==> src/design/brtb_pkg.sv <==
// package for the block ring transmit buffer
// ring geometry, op codes, store request and result types; no dependencies
package brtb_pkg;

  localparam int NUM_BLOCKS   = 4;
  localparam int BLOCK_BYTES  = 64;
  localparam int STORE_DEPTH  = NUM_BLOCKS * BLOCK_BYTES;
  localparam int BLK_W        = $clog2(NUM_BLOCKS);
  localparam int LEN_W        = $clog2(BLOCK_BYTES + 1);
  localparam int ADDR_W       = $clog2(STORE_DEPTH);

  typedef enum logic [1:0] {
    OP_WRITE = 2'd0,
    OP_FLUSH = 2'd1,
    OP_DONE  = 2'd2,
    OP_READ  = 2'd3
  } op_t;

  typedef struct packed {
    logic              we;
    logic [ADDR_W-1:0] waddr;
    logic [7:0]        wdata;
    logic              re;
    logic [ADDR_W-1:0] raddr;
  } store_req_t;

  typedef struct packed {
    logic       idle;
    logic [6:0] start_length;
    logic [1:0] start_block;
    logic       start_valid;
    logic       accepted;
  } res_t;

  function automatic logic [BLK_W-1:0] next_blk(input logic [BLK_W-1:0] b);
    next_blk = (b == BLK_W'(NUM_BLOCKS - 1)) ? '0 : b + BLK_W'(1);
  endfunction

endpackage

==> src/design/brtb_store.sv <==
// byte store of the block ring, one write and one registered read port
// depends on brtb_pkg
module brtb_store
  import brtb_pkg::*;
(
  input  logic       clk,
  input  store_req_t req,
  output logic [7:0] rdata
);

  logic [7:0] mem [STORE_DEPTH];
  logic [7:0] rdata_r;

  always_ff @(posedge clk) begin
    if (req.we) begin
      mem[req.waddr] <= req.wdata;
    end
    if (req.re) begin
      rdata_r <= mem[req.raddr];
    end
  end

  assign rdata = rdata_r;

endmodule

==> src/design/block_ring_transmit_buffer_unit.sv <==
// block ring transmit buffer, top level
// latency: a result is valid the cycle after its input transfer
// throughput: one item per cycle while out_tready holds; the result register frees as it is taken
// reset (rst_n low, synchronous): ring pointers, fill count, block lengths
// and engine state clear; the byte store is not cleared
// depends on brtb_pkg and brtb_store
module block_ring_transmit_buffer_unit
  import brtb_pkg::*;
(
  input  logic        clk,
  input  logic        rst_n,
  input  logic        in_tvalid,
  output logic        in_tready,
  input  logic [15:0] in_tdata,   // data[7:0], read_block[9:8], read_offset[15:10]
  input  logic [1:0]  in_tuser,   // op[1:0]
  output logic        out_tvalid,
  input  logic        out_tready,
  output logic [23:0] out_tdata   // accepted, start_valid, start_block[1:0],
                                  // start_length[6:0], read_data[7:0], idle, zero pad
);

  logic             in_acc;
  op_t              op;
  logic [7:0]       in_data;
  logic [1:0]       in_rblk;
  logic [5:0]       in_rofs;

  logic [BLK_W-1:0] tail_r, tail_nxt;
  logic [BLK_W-1:0] send_r, send_nxt;
  logic [BLK_W-1:0] act_idx_r, act_idx_nxt;
  logic             act_v_r, act_v_nxt;
  logic [LEN_W-1:0] fill_r, fill_nxt;
  logic [LEN_W-1:0] len_r [NUM_BLOCKS];
  logic [LEN_W-1:0] len_nxt [NUM_BLOCKS];

  logic             out_valid_r;
  res_t             res_r, res_nxt;
  logic             rd_sel_r, rd_sel_nxt;
  logic [7:0]       rdata;
  logic [7:0]       read_data;
  store_req_t       req_nxt, store_req;

  logic [BLK_W-1:0] nb;
  logic             blocked;
  logic             try_start;
  logic             stop_if_empty;
  logic             tail_full;

  assign in_acc  = in_tvalid && in_tready;
  assign in_tready = !out_valid_r || out_tready;
  assign op      = op_t'(in_tuser);
  assign in_data = in_tdata[7:0];
  assign in_rblk = in_tdata[9:8];
  assign in_rofs = in_tdata[15:10];

  assign nb        = next_blk(tail_r);
  assign blocked   = (nb == send_r) || (act_v_r && (nb == act_idx_r));
  assign tail_full = (fill_r == LEN_W'(BLOCK_BYTES - 1));

  always_comb begin
    tail_nxt      = tail_r;
    send_nxt      = send_r;
    act_idx_nxt   = act_idx_r;
    act_v_nxt     = act_v_r;
    fill_nxt      = fill_r;
    len_nxt       = len_r;
    try_start     = 1'b0;
    stop_if_empty = 1'b0;
    req_nxt       = '0;
    rd_sel_nxt    = 1'b0;
    res_nxt       = '0;
    res_nxt.accepted = 1'b1;

    unique case (op)
      OP_WRITE: begin
        if (tail_full && blocked) begin
          res_nxt.accepted = 1'b0;
          try_start        = !act_v_r;
        end else begin
          req_nxt.we    = 1'b1;
          req_nxt.waddr = ADDR_W'(tail_r) * ADDR_W'(BLOCK_BYTES) + ADDR_W'(fill_r);
          req_nxt.wdata = in_data;
          if (tail_full) begin
            len_nxt[tail_r] = LEN_W'(BLOCK_BYTES);
            tail_nxt        = nb;
            fill_nxt        = '0;
            try_start       = !act_v_r;
          end else begin
            fill_nxt = fill_r + LEN_W'(1);
          end
        end
      end
      OP_FLUSH: begin
        if (fill_r == '0) begin
          try_start = !act_v_r;
        end else if (blocked) begin
          res_nxt.accepted = 1'b0;
          try_start        = !act_v_r;
        end else begin
          len_nxt[tail_r] = fill_r;
          tail_nxt        = nb;
          fill_nxt        = '0;
          try_start       = !act_v_r;
        end
      end
      OP_DONE: begin
        try_start     = act_v_r;
        stop_if_empty = act_v_r;
      end
      OP_READ: begin
        if ((32'(in_rblk) < NUM_BLOCKS) && (32'(in_rofs) < BLOCK_BYTES)) begin
          req_nxt.re    = 1'b1;
          req_nxt.raddr = ADDR_W'(in_rblk) * ADDR_W'(BLOCK_BYTES) + ADDR_W'(in_rofs);
          rd_sel_nxt    = 1'b1;
        end
      end
      default: begin
      end
    endcase

    if (try_start && (send_r != tail_nxt)) begin
      act_idx_nxt          = send_r;
      act_v_nxt            = 1'b1;
      res_nxt.start_valid  = 1'b1;
      res_nxt.start_block  = 2'(send_r);
      res_nxt.start_length = 7'(len_nxt[send_r]);
      send_nxt             = next_blk(send_r);
    end else if (stop_if_empty) begin
      act_v_nxt = 1'b0;
    end

    res_nxt.idle = (send_nxt == tail_nxt) && !act_v_nxt;
  end

  assign store_req = in_acc ? req_nxt : '0;

  brtb_store u_store (
    .clk   (clk),
    .req   (store_req),
    .rdata (rdata)
  );

  always_ff @(posedge clk) begin
    if (!rst_n) begin
      tail_r      <= '0;
      send_r      <= '0;
      act_idx_r   <= '0;
      act_v_r     <= 1'b0;
      fill_r      <= '0;
      out_valid_r <= 1'b0;
      for (int i = 0; i < NUM_BLOCKS; i++) begin
        len_r[i] <= '0;
      end
    end else begin
      if (in_acc) begin
        tail_r      <= tail_nxt;
        send_r      <= send_nxt;
        act_idx_r   <= act_idx_nxt;
        act_v_r     <= act_v_nxt;
        fill_r      <= fill_nxt;
        len_r       <= len_nxt;
        out_valid_r <= 1'b1;
      end else if (out_tready) begin
        out_valid_r <= 1'b0;
      end
    end
  end

  always_ff @(posedge clk) begin
    if (in_acc) begin
      res_r    <= res_nxt;
      rd_sel_r <= rd_sel_nxt;
    end
  end

  assign read_data  = rd_sel_r ? rdata : 8'h00;
  assign out_tvalid = out_valid_r;
  assign out_tdata  = {4'b0000, res_r.idle, read_data, res_r.start_length,
                       res_r.start_block, res_r.start_valid, res_r.accepted};

`ifndef SYNTHESIS
  a_fill_in_block: assert property (@(posedge clk) disable iff (!rst_n)
    fill_r < LEN_W'(BLOCK_BYTES))
    else $error("fill count reached a full block");

  a_refused_no_fill: assert property (@(posedge clk) disable iff (!rst_n)
    in_acc && !res_nxt.accepted |=> $stable(fill_r) && $stable(tail_r))
    else $error("refused item changed the tail block");

  a_start_sets_active: assert property (@(posedge clk) disable iff (!rst_n)
    in_acc && res_nxt.start_valid |=> act_v_r && (act_idx_r == $past(send_r)))
    else $error("block start did not mark the engine active");
`endif

endmodule
==> config.mk <==
export PLATFORM = sky130hd
export DESIGN_NAME = block_ring_transmit_buffer_unit
export DESIGN_NICKNAME = d
export VERILOG_FILES = /design/src/design/brtb_pkg.sv /design/src/design/brtb_store.sv /design/src/design/block_ring_transmit_buffer_unit.sv
export SDC_FILE = /design/constraint.sdc
export NUM_CORES = 2
export LEC_CHECK = 0
export ABC_AREA = 1
export CELL_PAD_IN_SITES_DETAIL_PLACEMENT = 0
export CELL_PAD_IN_SITES_GLOBAL_PLACEMENT = 1
export CORE_MARGIN = 4
export CORE_UTILIZATION = 53
export CTS_CLUSTER_DIAMETER = 50
export DETAILED_ROUTE_END_ITERATION = 12
export DONT_BUFFER_PORTS = 1
export PLACE_DENSITY = 0.75
export RECOVER_POWER = 100
export SLEW_MARGIN = 20
export SYNTH_ARGS = -nofsm -noshare
export SYNTH_HDL_FRONTEND = slang
export SYNTH_SLANG_ARGS = --single-unit
==> constraint.sdc <==
create_clock -name clk -period 10.8 [get_ports clk]
set_input_delay 0.54 -clock clk [delete_from_list [all_inputs] [get_ports clk]]
set_output_delay 0.54 -clock clk [all_outputs]
set_load 0.05 [all_outputs]
==> reports/metrics.yaml <==
logic_synthesis:
  synth_xor_area_frac: 0.000201
  synth_top_family_by_area: "simple AND/OR/NAND/NOR gates"
  synth_adder_area_share: 0.00115
  async_reset_ff_frac: 0
  synth_edf_count: 2069
  synth_top_cell_by_area: "edfxtp_1"
  syn-cell-area_sq_um: 87300
  ys_warn_count: 0
  netlist.area_leader.share: 0.711
  ys_types: 38
  synth-seq-area-share: 0.721
  synth_seq_cells: 2112
  yosysMostFrequentCell: "edfxtp_1"
  synth_top_flop_cell: "edfxtp_1"
  synthSimpleGateAreaFrac: 0.118
  synthMuxAreaShare: 0
  synth_cells: 6814
  yosys-top-cells-count: "edfxtp_1 (2069), nand3_1 (944), o211ai_1 (602), o21ai_0 (546), or2_2 (504)"
  synth_top_cells_by_area: "edfxtp_1 (71%), nand3_1 (5.4%), o211ai_1 (5.2%)"
  syn_area_per_cell_sq_um: 12.8
  synth_compound_area_frac: 0.112
clock_network:
  cts_setup_buffers: 0
  path_clk_slew_ns: 0.06
  clk-insertion-delay-late_ns: 0.86
  clock-sinks: 2112
  root_buffer: "clkbuf_16"
  cts_tree: "yes"
  clk_path_buf_depth: 3
  cts.htree.levels: 4
  cts_made_buffers: 221
setup_path:
  path_depth: 13
  reg2reg_to: "u_store.rdata[0]"
  required_ns: 11.40
  crit_buf_inv: 2
  ff2ff_setup_slack_ns: 2.61
  crit_end: "u_store.rdata[0]"
  cpMostUsedCell: "nand3_1"
  slowest_stage: "nor2_1"
  critPathKind: "flop to flop"
  cp.arrival_ns: 8.79
  reg2regPathDepth: 13
  start_kind: "flop"
  crit_chain: "nand2_2 > nand2_2 > nor2_1 > nand2_8 > inv_8 > buf_12 > nand3_1 > nand3_1 > nand3_1 > nand3_1 > nand3_1 > nand3_1 > nand2_1"
  crit_family: "simple AND/OR/NAND/NOR gates"
  worstReg2RegStart: "out_tvalid"
  startpoint: "out_tvalid"
  cp_max_fo: 144
  cpPeakStageDelay_ns: 2.32
  end_kind: "flop"
detailed_routing:
  dr_wl_met3_mm: 19.3
  vias_per_cell: 6.09
  totalWireLength_mm: 236
  via_count: 54700
  antenna_left: 0
  routedWlPerCell_um: 26.3
  wl_met2_mm: 109
  drt-pass1-iter-count: 6
  post-route-drc-count: 0
  routed.top_layer: "met5"
  drt-met1-wl_mm: 99.9
  drtIter0Drc: 6534
global_route:
  grt_pass1_wl_mm: 346
  gr-total-overflow: 0
  grt_usage: 0.273
  grt_pass1_vias: 52500
  antenna_found_initial: 10
  grt_max_degree: 255
die:
  io_pins: 48
  die_y_um: 414
  core_sq_um: 163000
  initial_core_util: 0.535
  die_w_um: 414
  dieArea_sq_um: 171000
  rows: 148
place:
  globalplace.congestion: 0.886
  place_ws_ns: 5.17
  post-dp-hpwl_mm: 128
  portBuffers: 0
run_status:
  run_status: "complete, but fails checks"
  violations: "max-capacitance violations, max-slew violations"
sta:
  rsz0062_at_grt: "no"
  slew_violations: 999
  finalHoldViolCount: 0
  min_period_over_period: 0.758
  finalSetupViolCount: 0
  worst_slack_ns: 2.61
  max_freq_mhz: 122
  period_needed_ns: 8.19
  fin_skew_ns: 0.0304
  max_slew_margin: -2.02
  tns_ns: 0
  worstMarginPinSlew_ns: 4.53
worst_hold_path:
  hp-class: "input pin to flop"
final_layout:
  layout-drive-gt1-share: 0.130
  seqCellArea_sq_um: 63000
  multi_input_area_sq_um: 20200
  n_fill_cell: 13000
  fin_nets: 6648
  synthToLayoutAreaGrowth_pct: 9.38
power:
  pwr_density_cell_nw_per_um2: 177
  p_leak_nw: 32.5
  worst_ir_drop_vdd_mv: 0.174
flow_run:
  max-cap-violations: 27
[area by class of cell]
cell class                 instances  area share
tap                             2175      0.0285
multi-input combinational       3711       0.212
clock inverter                   120      0.0121
inverter                         495      0.0196
clock buffer                     276      0.0609
sequential                      2112       0.659
antenna                            7    0.000183
timing repair buffer              77     0.00743
[power breakdown]
part           internal, mW  switching [mW]  total, mW  leakage [nW]
Combinational         0.141           0.441      0.582          9.75
Sequential             8.95          0.0210       8.97          19.3
Clock                  4.22            3.15       7.37          3.38
[placed cells by master (no fill, tap or decap), types with 16 or more instances in the layout]
cell type / Yosys / layout
edfxtp_1: 2069 / 2069
dfxtp_1: 43 / 43
buf_12: 0 / 16
a21oi_1: 424 / 424
bufinv_16: 0 / 17
or2_2: 504 / 504
clkinv_1: 1 / 50
nor2_1: 477 / 473
inv_1: 487 / 487
buf_4: 61 / 37
clkbuf_16: 0 / 225
nand2_1: 108 / 104
o22ai_1: 28 / 28
o21ai_0: 546 / 550
clkbuf_1: 243 / 70
clkinv_2: 0 / 23
nand3_1: 944 / 945
o21ai_1: 24 / 23
o211ai_1: 602 / 602
[worst min path at each step]
stage                     slack (ns)         start  cells after the start           end
final                            0.1     in_tvalid                      3     len_r[19]
after global routing            0.12     in_tvalid                      3     len_r[12]
after global placement          0.45  act_idx_r[1]                      2  act_idx_r[1]
after detailed placement        0.46  act_idx_r[1]                      2  act_idx_r[1]
after CTS                       0.09   in_tuser[0]                      4     tail_r[1]
after floorplan                 0.44  act_idx_r[1]                      2  act_idx_r[1]
[sequential cells by signal, indices dropped and copies added (netlist names)]
name / count
act_idx_r: 2
act_v_r: 1
fill_r: 7
len_r: 28
out_tdata: 12
out_tvalid: 1
rd_sel_r: 1
send_r: 2
tail_r: 2
u_store.mem: 2048
u_store.rdata: 8
[routing by layer]
layer	vias up	track usage
li1	24800	-
met1	27300	0.396
met2	2231	0.424
met3	356	0.0507
met4	2	0.0864
met5	-	0
[what timing repair did]
action,CTS,global route
gates resized for setup,0,0
hold buffers,3,0
hold endpoints to repair,13,0
[logic make-up after synthesis]
group	after synthesis
AND/OR/NAND/NOR	2058
XOR/XNOR	2
adder cells (fa/ha/maj)	8
buffers and inverters	994
AO/OA/AOI/OAI	1639
flip-flops	2112
other	1
[stage by stage]
stage / hold slack (ns) / instance area [sq um] / std cells / total power [mW] / utilization
after CTS: 0.0851 / 95700 / 8966 / 17.0 / 0.586
final: 0.0985 / 95500 / 8973 / 16.9 / 0.585
after floorplan: 0.439 / 87400 / 6817 / 9.51 / -
after global placement: 0.452 / 88700 / 8567 / 9.71 / 0.543
after global routing: 0.124 / 95500 / 8968 / 17.4 / 0.585
after detailed placement: 0.460 / 88700 / 8567 / 9.71 / 0.543
[tightest hold or removal path, stage by stage]
cell	delay (ns)
nand2_2	0.19
o21ai_0	0.13
inv_1	0.05
Power figures use the tool's default switching activity.
